**src/rtl/core/adsr_pkg.sv**
```systemverilog
`timescale 1ns / 1ps
`default_nettype none
// ============================================================================
// adsr_pkg
// Shared constants for the linear ADSR envelope generator: default widths,
// request and phase codes, register indexes and the duration scale.
// ============================================================================
package adsr_pkg;

    localparam int FRAC_BITS_DEF = 16;
    localparam int TIME_BITS_DEF = 20;

    // Duration scale in microseconds; durations never exceed it.
    localparam int               DUR_W    = 24;
    localparam logic [DUR_W-1:0] SCALE_US = 24'd10000000;

    localparam int CFG_IDX_W = 2;
    localparam logic [CFG_IDX_W-1:0] CFG_ATTACK  = 2'd0;
    localparam logic [CFG_IDX_W-1:0] CFG_DECAY   = 2'd1;
    localparam logic [CFG_IDX_W-1:0] CFG_SUSTAIN = 2'd2;
    localparam logic [CFG_IDX_W-1:0] CFG_RELEASE = 2'd3;

    localparam logic [1:0] REQ_TICK     = 2'd0;
    localparam logic [1:0] REQ_NOTE_ON  = 2'd1;
    localparam logic [1:0] REQ_NOTE_OFF = 2'd2;

    localparam logic [2:0] PH_IDLE    = 3'd0;
    localparam logic [2:0] PH_ATTACK  = 3'd1;
    localparam logic [2:0] PH_DECAY   = 3'd2;
    localparam logic [2:0] PH_SUSTAIN = 3'd3;
    localparam logic [2:0] PH_RELEASE = 3'd4;
    localparam logic [2:0] PH_ENDED   = 3'd5;

endpackage
`default_nettype wire

```
**src/rtl/core/adsr_envelope_generator_core.sv**
```systemverilog
`timescale 1ns / 1ps
`default_nettype none
// ============================================================================
// adsr_envelope_generator_core
// Linear ADSR envelope generator with an iterative duration/step datapath.
// ============================================================================
// Usage:
//   s_ channel takes one request per transfer: a tick carrying elapsed
//   microseconds, a note on or a note off. Every request yields exactly one
//   transfer on the m_ channel with the updated level, phase and ended flag.
//   cfg_ channel writes the attack, decay, sustain and release registers;
//   values above full scale are stored as full scale. It is always ready.
//   Timing: a tick in attack, decay or release with a nonzero setting runs
//   square, scale and check, then a bit-serial divide over the
//   TIME_BITS+FRAC_BITS quotient bits, then a done state that registers the
//   result once the output register is free; the next request is taken only
//   after the sequencer is back in idle. A tick whose duration rounds to zero
//   skips the divide; other requests go from square straight to done.
//   s_ready is high only while the sequencer is idle.
//   A result is held in the output register until taken; while m_ready is low
//   the next request may be accepted and computed, and it waits for the
//   output register to free before it commits.
//   Reset clears the envelope to level 0 in idle, sustain to full scale and
//   the time settings to zero.
// ============================================================================
module adsr_envelope_generator_core #(
    parameter int FRAC_BITS = adsr_pkg::FRAC_BITS_DEF,
    parameter int TIME_BITS = adsr_pkg::TIME_BITS_DEF
) (
    input  wire logic                             aclk,
    input  wire logic                             aresetn,

    input  wire logic                             cfg_valid,
    output logic                                  cfg_ready,
    input  wire logic [adsr_pkg::CFG_IDX_W-1:0]   cfg_index,
    input  wire logic [FRAC_BITS:0]               cfg_data,

    input  wire logic                             s_valid,
    output logic                                  s_ready,
    input  wire logic [1:0]                       s_req_type,
    input  wire logic [TIME_BITS-1:0]             s_elapsed_us,

    output logic                                  m_valid,
    input  wire logic                             m_ready,
    output logic [FRAC_BITS:0]                    m_level,
    output logic [2:0]                            m_phase,
    output logic                                  m_ended
);

    localparam int L_W    = FRAC_BITS + 1;
    localparam int Q_W    = TIME_BITS + FRAC_BITS;
    localparam int WIDE_W = Q_W + 1;
    localparam int SQ_W   = 2 * L_W;
    localparam int PROD_W = SQ_W + adsr_pkg::DUR_W;
    localparam int DUR_W  = adsr_pkg::DUR_W;

    localparam logic [L_W-1:0] ONE = {1'b1, {FRAC_BITS{1'b0}}};

    typedef enum logic [5:0] {
        ST_IDLE  = 6'b000001,
        ST_SQ    = 6'b000010,
        ST_SCALE = 6'b000100,
        ST_CHK   = 6'b001000,
        ST_DIV   = 6'b010000,
        ST_DONE  = 6'b100000
    } state_t;

    state_t state_reg, state_next;

    logic [L_W-1:0]       attack_reg, decay_reg, sustain_reg, release_reg;
    logic [L_W-1:0]       cfg_clamped;

    logic [L_W-1:0]       env_level_reg, env_level_next;
    logic [2:0]           env_phase_reg, env_phase_next;

    logic [1:0]           req_reg;
    logic [TIME_BITS-1:0] elapsed_reg;
    logic                 jump_reg, jump_next;
    logic [SQ_W-1:0]      sq_reg;
    logic [DUR_W-1:0]     dur_reg;
    logic [PROD_W-1:0]    prod;

    logic                 m_valid_reg;
    logic [L_W-1:0]       m_level_reg;
    logic [2:0]           m_phase_reg;
    logic                 m_ended_reg;

    logic [L_W-1:0]       p_sel;
    logic                 seg_active;
    logic                 div_start;
    logic                 div_done;
    logic [Q_W-1:0]       div_quot;
    logic [Q_W-1:0]       div_num;
    logic                 out_free;
    logic                 s_xfer;

    logic [WIDE_W-1:0]    inc_w;
    logic [WIDE_W-1:0]    level_w;
    logic [WIDE_W-1:0]    sum_w;
    logic [WIDE_W-1:0]    gap_w;
    logic [L_W-1:0]       gap;

    // ------------------------------------------------------------------
    // Configuration
    // ------------------------------------------------------------------
    assign cfg_ready   = 1'b1;
    assign cfg_clamped = (cfg_data > ONE) ? ONE : cfg_data;

    always_ff @(posedge aclk) begin
        if (!aresetn) begin
            attack_reg  <= '0;
            decay_reg   <= '0;
            sustain_reg <= ONE;
            release_reg <= '0;
        end else if (cfg_valid && cfg_ready) begin
            case (cfg_index)
                adsr_pkg::CFG_ATTACK:  attack_reg  <= cfg_clamped;
                adsr_pkg::CFG_DECAY:   decay_reg   <= cfg_clamped;
                adsr_pkg::CFG_SUSTAIN: sustain_reg <= cfg_clamped;
                adsr_pkg::CFG_RELEASE: release_reg <= cfg_clamped;
                default: ;
            endcase
        end
    end

    // ------------------------------------------------------------------
    // Segment select
    // ------------------------------------------------------------------
    always_comb begin
        case (env_phase_reg)
            adsr_pkg::PH_ATTACK:  p_sel = attack_reg;
            adsr_pkg::PH_DECAY:   p_sel = decay_reg;
            adsr_pkg::PH_RELEASE: p_sel = release_reg;
            default:              p_sel = '0;
        endcase
    end

    assign seg_active = (req_reg == adsr_pkg::REQ_TICK) &&
                        (env_phase_reg inside {adsr_pkg::PH_ATTACK, adsr_pkg::PH_DECAY,
                                               adsr_pkg::PH_RELEASE});

    assign prod      = PROD_W'(sq_reg) * PROD_W'(adsr_pkg::SCALE_US);
    assign div_num   = {elapsed_reg, {FRAC_BITS{1'b0}}};
    assign div_start = (state_reg == ST_CHK) && (dur_reg != '0);

    adsr_div #(
        .NUM_W (Q_W),
        .DEN_W (DUR_W)
    ) u_div (
        .aclk    (aclk),
        .aresetn (aresetn),
        .start   (div_start),
        .num     (div_num),
        .den     (dur_reg),
        .done    (div_done),
        .quot    (div_quot)
    );

    // ------------------------------------------------------------------
    // Envelope update
    // ------------------------------------------------------------------
    assign out_free = !m_valid_reg || m_ready;
    assign s_ready  = (state_reg == ST_IDLE);
    assign s_xfer   = s_valid && s_ready;

    always_comb begin
        inc_w   = {1'b0, div_quot};
        level_w = {{(WIDE_W-L_W){1'b0}}, env_level_reg};
        sum_w   = level_w + inc_w;
        gap     = env_level_reg - sustain_reg;
        gap_w   = {{(WIDE_W-L_W){1'b0}}, gap};

        env_level_next = env_level_reg;
        env_phase_next = env_phase_reg;

        case (req_reg)
            adsr_pkg::REQ_TICK: begin
                case (env_phase_reg)
                    adsr_pkg::PH_ATTACK: begin
                        if (jump_reg || sum_w >= {{(WIDE_W-L_W){1'b0}}, ONE}) begin
                            env_level_next = ONE;
                            env_phase_next = adsr_pkg::PH_DECAY;
                        end else begin
                            env_level_next = sum_w[L_W-1:0];
                        end
                    end
                    adsr_pkg::PH_DECAY: begin
                        if (jump_reg || env_level_reg <= sustain_reg || inc_w >= gap_w) begin
                            env_level_next = sustain_reg;
                            env_phase_next = adsr_pkg::PH_SUSTAIN;
                        end else begin
                            env_level_next = env_level_reg - div_quot[L_W-1:0];
                        end
                    end
                    adsr_pkg::PH_SUSTAIN: begin
                        env_level_next = sustain_reg;
                    end
                    adsr_pkg::PH_RELEASE: begin
                        if (jump_reg || inc_w >= level_w) begin
                            env_level_next = '0;
                            env_phase_next = adsr_pkg::PH_ENDED;
                        end else begin
                            env_level_next = env_level_reg - div_quot[L_W-1:0];
                        end
                    end
                    default: ;
                endcase
            end
            adsr_pkg::REQ_NOTE_ON: begin
                env_level_next = '0;
                env_phase_next = adsr_pkg::PH_ATTACK;
            end
            adsr_pkg::REQ_NOTE_OFF: begin
                if (env_phase_reg != adsr_pkg::PH_IDLE &&
                    env_phase_reg != adsr_pkg::PH_ENDED) begin
                    env_phase_next = adsr_pkg::PH_RELEASE;
                end
            end
            default: ;
        endcase
    end

    // ------------------------------------------------------------------
    // Sequencer
    // ------------------------------------------------------------------
    always_comb begin
        state_next = state_reg;
        jump_next  = jump_reg;
        case (state_reg)
            ST_IDLE: begin
                if (s_xfer) begin
                    state_next = ST_SQ;
                end
            end
            ST_SQ: begin
                jump_next = (p_sel == '0);
                if (seg_active && p_sel != '0) begin
                    state_next = ST_SCALE;
                end else begin
                    state_next = ST_DONE;
                end
            end
            ST_SCALE: begin
                state_next = ST_CHK;
            end
            ST_CHK: begin
                if (dur_reg == '0) begin
                    jump_next  = 1'b1;
                    state_next = ST_DONE;
                end else begin
                    state_next = ST_DIV;
                end
            end
            ST_DIV: begin
                if (div_done) begin
                    state_next = ST_DONE;
                end
            end
            ST_DONE: begin
                if (out_free) begin
                    state_next = ST_IDLE;
                end
            end
            default: begin
                state_next = ST_IDLE;
            end
        endcase
    end

    always_ff @(posedge aclk) begin
        if (!aresetn) begin
            state_reg     <= ST_IDLE;
            env_level_reg <= '0;
            env_phase_reg <= adsr_pkg::PH_IDLE;
            m_valid_reg   <= 1'b0;
        end else begin
            state_reg <= state_next;
            if (state_reg == ST_DONE && out_free) begin
                env_level_reg <= env_level_next;
                env_phase_reg <= env_phase_next;
                m_valid_reg   <= 1'b1;
            end else if (m_ready) begin
                m_valid_reg <= 1'b0;
            end
        end
    end

    always_ff @(posedge aclk) begin
        jump_reg <= jump_next;
        if (s_xfer) begin
            req_reg     <= s_req_type;
            elapsed_reg <= s_elapsed_us;
        end
        if (state_reg == ST_SQ) begin
            sq_reg <= SQ_W'(p_sel) * SQ_W'(p_sel);
        end
        if (state_reg == ST_SCALE) begin
            dur_reg <= prod[2*FRAC_BITS +: DUR_W];
        end
        if (state_reg == ST_DONE && out_free) begin
            m_level_reg <= env_level_next;
            m_phase_reg <= env_phase_next;
            m_ended_reg <= (env_phase_next == adsr_pkg::PH_ENDED);
        end
    end

    assign m_valid = m_valid_reg;
    assign m_level = m_level_reg;
    assign m_phase = m_phase_reg;
    assign m_ended = m_ended_reg;

endmodule
`default_nettype wire

```
**src/rtl/core/adsr_div.sv**
```systemverilog
`timescale 1ns / 1ps
`default_nettype none
// ============================================================================
// adsr_div
// Iterative restoring divider, one quotient bit per cycle. A start pulse
// loads the operands; done pulses for one cycle when quot is final.
// ============================================================================
module adsr_div #(
    parameter int NUM_W = adsr_pkg::FRAC_BITS_DEF + adsr_pkg::TIME_BITS_DEF,
    parameter int DEN_W = adsr_pkg::DUR_W
) (
    input  wire logic             aclk,
    input  wire logic             aresetn,
    input  wire logic             start,
    input  wire logic [NUM_W-1:0] num,
    input  wire logic [DEN_W-1:0] den,
    output logic                  done,
    output logic [NUM_W-1:0]      quot
);

    localparam int CNT_W = $clog2(NUM_W + 1);

    logic [NUM_W-1:0] quot_reg, quot_next;
    logic [DEN_W-1:0] rem_reg, rem_next;
    logic [DEN_W-1:0] den_reg;
    logic [CNT_W-1:0] cnt_reg;
    logic             run_reg;
    logic             done_reg;
    logic [DEN_W:0]   trial;
    logic [DEN_W:0]   diff;
    logic             ge;

    always_comb begin
        trial     = {rem_reg, quot_reg[NUM_W-1]};
        diff      = trial - {1'b0, den_reg};
        ge        = (trial >= {1'b0, den_reg});
        rem_next  = ge ? diff[DEN_W-1:0] : trial[DEN_W-1:0];
        quot_next = {quot_reg[NUM_W-2:0], ge};
    end

    always_ff @(posedge aclk) begin
        if (!aresetn) begin
            run_reg  <= 1'b0;
            done_reg <= 1'b0;
            cnt_reg  <= '0;
        end else begin
            done_reg <= !start && run_reg && (cnt_reg == CNT_W'(1));
            if (start) begin
                run_reg <= 1'b1;
                cnt_reg <= CNT_W'(NUM_W);
            end else if (run_reg) begin
                cnt_reg <= cnt_reg - CNT_W'(1);
                if (cnt_reg == CNT_W'(1)) begin
                    run_reg <= 1'b0;
                end
            end
        end
    end

    always_ff @(posedge aclk) begin
        if (start) begin
            quot_reg <= num;
            rem_reg  <= '0;
            den_reg  <= den;
        end else if (run_reg) begin
            quot_reg <= quot_next;
            rem_reg  <= rem_next;
        end
    end

    assign done = done_reg;
    assign quot = quot_reg;

endmodule
`default_nettype wire

```
**config.mk**
```make
export PLATFORM = sky130hd
export DESIGN_NAME = adsr_envelope_generator_core
export DESIGN_NICKNAME = d
export VERILOG_FILES = /design/src/rtl/core/adsr_pkg.sv /design/src/rtl/core/adsr_envelope_generator_core.sv /design/src/rtl/core/adsr_div.sv
export SDC_FILE = /design/constraint.sdc
export NUM_CORES = 2
export LEC_CHECK = 0
export ABC_CLOCK_PERIOD_IN_PS = 9000
export BUFFER_PORTS_ARGS = -buffer_cell sky130_fd_sc_hd__buf_2
export CAP_MARGIN = 30
export CELL_PAD_IN_SITES_DETAIL_PLACEMENT = 0
export CELL_PAD_IN_SITES_GLOBAL_PLACEMENT = 1
export CORE_AREA = 8 8 319 321
export DETAILED_ROUTE_END_ITERATION = 7
export DIE_AREA = 0 0 327 329
export MAX_ROUTING_LAYER = met4
export PLACE_DENSITY = 0.67
export SYNTH_ARGS = -nofsm -noshare
export SYNTH_HDL_FRONTEND = slang
export SYNTH_SLANG_ARGS = --single-unit
```
**constraint.sdc**
```tcl
create_clock -name aclk -period 9 [get_ports aclk]
set_clock_uncertainty 0.05 [all_clocks]
set_input_delay 0.45 -clock aclk [delete_from_list [all_inputs] [get_ports aclk]]
set_output_delay 0.45 -clock aclk [all_outputs]
set_load 0.01 [all_outputs]
```
==> results.sh <==
export IMPL_syn_avg_cell_area_um2=9.10
export IMPL_ys_ff_latch=288
export IMPL_synthAdderAreaFrac_pct=39.2
export IMPL_reg2reg_depth=30
export IMPL_cp_max_fo=19
export IMPL_io_pins=70
export IMPL_synthTopCellsByArea="fa_1, ha_1, edfxtp_1"
export IMPL_critical_path_top_delay_family="adder cells"
export IMPL_cts_tree="built"
export IMPL_grt_pass1_wl_mm=144
export IMPL_netlist_area_leader_share_pct=22.1
export IMPL_clkLatencyLatePin_ns=0.56
export IMPL_nNetsFinal=4621
export IMPL_async_flop_share_pct=0
export IMPL_path_clk_slew_ns=0.06
export IMPL_io_buffers=68
export IMPL_status="finished clean"
export IMPL_post_cts_buffers=0
export IMPL_synth_xor_area_share_pct=2.90
export IMPL_relSlewSlack_pct=33.9
export IMPL_fin_total_pwr_mw=4.88
export IMPL_synth_mux_area_share_pct=0.926
export IMPL_layout_cells_non_filler=5061
export IMPL_timing_final_crit_share_pct=92.6
export IMPL_ctsLongestPathBuffers=3
export IMPL_crit_path_max_incr_delay_ns=0.76
export IMPL_cts_htree_levels=2
export IMPL_routabilityCongestion=0.896
export IMPL_maxCapViolations=0
export IMPL_area_growth_pct=10.1
export IMPL_synth_top_cell_by_area="fa_1"
export IMPL_synth_top_cells_by_count="inv_1, ha_1, fa_1"
export IMPL_cp_end_kind="flop"
export IMPL_vias=25100
export IMPL_grt_total_usage_pct=17.0
export IMPL_rows=115
export IMPL_antennaDiodeCount=0
export IMPL_largest_reg_flops=36
export IMPL_start_kind="flop"
export IMPL_setup_ws_ns=0.664
export IMPL_syn_cell_area_mm2=0.0335
export IMPL_drtPass1Iterations=6
export IMPL_cts_buffers=36
export IMPL_crit_required_ns=9.24
export IMPL_yosysSeqAreaShare_pct=21.5
export IMPL_slew_viol_final=0
export IMPL_dpl_instance_area_mm2=0.0355
export IMPL_ant_nets=0
export IMPL_synth_most_common_cell="inv_1"
export IMPL_drt_initial_drc_count=1360
export IMPL_p_per_area_mw_per_mm2=132
export IMPL_whs_path_depth=1
export IMPL_synth_compound_area_share_pct=13.1
export IMPL_synth_edf_count=145
export IMPL_grt_ovfl_total=0
export IMPL_dp_cells=4981
export IMPL_worstHoldPathType="input pin to flop"
export IMPL_drc=0
export IMPL_critical_path_depth=30
export IMPL_hold_slack_ns=0.0613
export IMPL_vdd_ir_drop_worst_mv=0.120
export IMPL_crit_buf_inv=8
export IMPL_wl_per_cell_um=17.7
export IMPL_antenna_found_initial=1
export IMPL_synthCells=3685
export IMPL_min_period_ns=8.34
export IMPL_yosys_area_share_simple_pct=12.5
export IMPL_cts_sinks=288
export IMPL_grt_setup_unrepaired="no"
export IMPL_finalSetupViolations=0
export IMPL_drive_above_1_share_pct=5.48
export IMPL_final_area_mm2=0.0369
export IMPL_tns_ns=0
export IMPL_hold_violations=0
export IMPL_critical_path_class="flop to flop"
export IMPL_initial_core_util_pct=34.5
export IMPL_cts_root_buffer="clkbuf_16"
export IMPL_slowest_stage="a21oi_1"
export IMPL_yosys_warnings=0
export IMPL_cpMostUsedCell="inv_1"
export IMPL_die_h_um=329
export IMPL_grt_pass1_vias=25700
export IMPL_die_area_mm2=0.108
export IMPL_grt_max_degree=93
export IMPL_tightest_slew_ns=0.991
export IMPL_p_leak_nw=17.6
export IMPL_synth_top_family_by_area="adder cells"
export IMPL_synth_cell_types=86
export IMPL_synthFlopType="edfxtp_1"
export IMPL_die_x_um=327
export IMPL_hpwlAfterDp_mm=72.3
export IMPL_critPathArrivalTime_ns=8.58
export IMPL_fmax_ghz=0.120
export IMPL_place_ws_ns=0.605
export IMPL_core_area_mm2=0.0971
export IMPL_final_util_pct=38.0
export IMPL_wl_mm=89.4
export IMPL_vias_per_cell=4.96
layout by cell type, fill, tap and decap left out, drive strengths merged, types with 36 or more instances in the layout:
master,synthesis,final
a21boi,72,72
a21o,51,51
a21oi,146,146
buf,10,113
clkbuf,100,46
dfxtp,143,143
edfxtp,145,145
fa,370,370
ha,458,458
inv,757,759
nand2,349,349
nand3,45,45
nor2,248,248
nor2b,44,44
nor3,37,37
nor4,36,36
o21ai,97,97
xnor2,86,86
area by class of cell:
cell class                      instances  area (um2)
Clock buffer                           46        1020
Fill cell                            9914       60200
Timing Repair Buffer                  128         868
Inverter                              765        2870
Clock inverter                         19         243
Tap cell                             1287        1610
Sequential cell                       288        7220
Multi-Input combinational cell       2528       23100
metal layers:
| metal | vias up | wire [um] | GRT usage [%] |
|---|---|---|---|
| met4 | 0 | 1750 | 3.50 |
| met5 | - | 0 | - |
| li1 | 12200 | - | - |
| met2 | 478 | 40900 | 27.0 |
| met1 | 12300 | 42900 | 23.3 |
| met3 | 93 | 3880 | 2.15 |
worst register-to-register path, delay by kind of cell, from the launching register on:
kind            cells  cell delay, ns
fa+ha+maj           7            2.93
compound gates      8            2.27
simple gates        6            1.16
buf+inv             8            1.05
flops               1            0.48
xor+xnor            1            0.11
worst paths after layout:
kind	to	slack [ns]	from
worst max register to register	sq_reg[26]	0.66	env_phase_reg[1]
worst min-delay path	elapsed_reg[18]	0.06	s_elapsed_us[18]
worst max-delay path	sq_reg[26]	0.66	env_phase_reg[1]
worst min register to register	u_div.den_reg[2]	0.40	dur_reg[2]
what timing repair did:
item                       CTS  global route
hold endpoints to repair    15             0
gates resized for setup      0             1
hold buffers                15             0
setup endpoints to repair    0             1
where the power goes:
part	leakage (nW)	internal [mW]	switching (mW)	total, mW
clock	0.617	0.904	0.627	1.53
combinational	14.5	0.806	1.05	1.86
sequential	2.49	1.46	0.0315	1.50
kinds of logic (layout without fill, tap and decap cells):
| group | after synthesis | count (layout) |
|---|---|---|
| and+or+nand+nor | 908 | 908 |
| AOI/OAI and AO/OA | 642 | 642 |
| DFF | 288 | 288 |
| adders and majority gates | 828 | 828 |
| other | 2 | 8 |
| muxes | 31 | 31 |
| xor gates and xnor gates | 111 | 111 |
| buffers and inverters | 875 | 958 |
No activity file was read; power rests on OpenSTA's default activity.
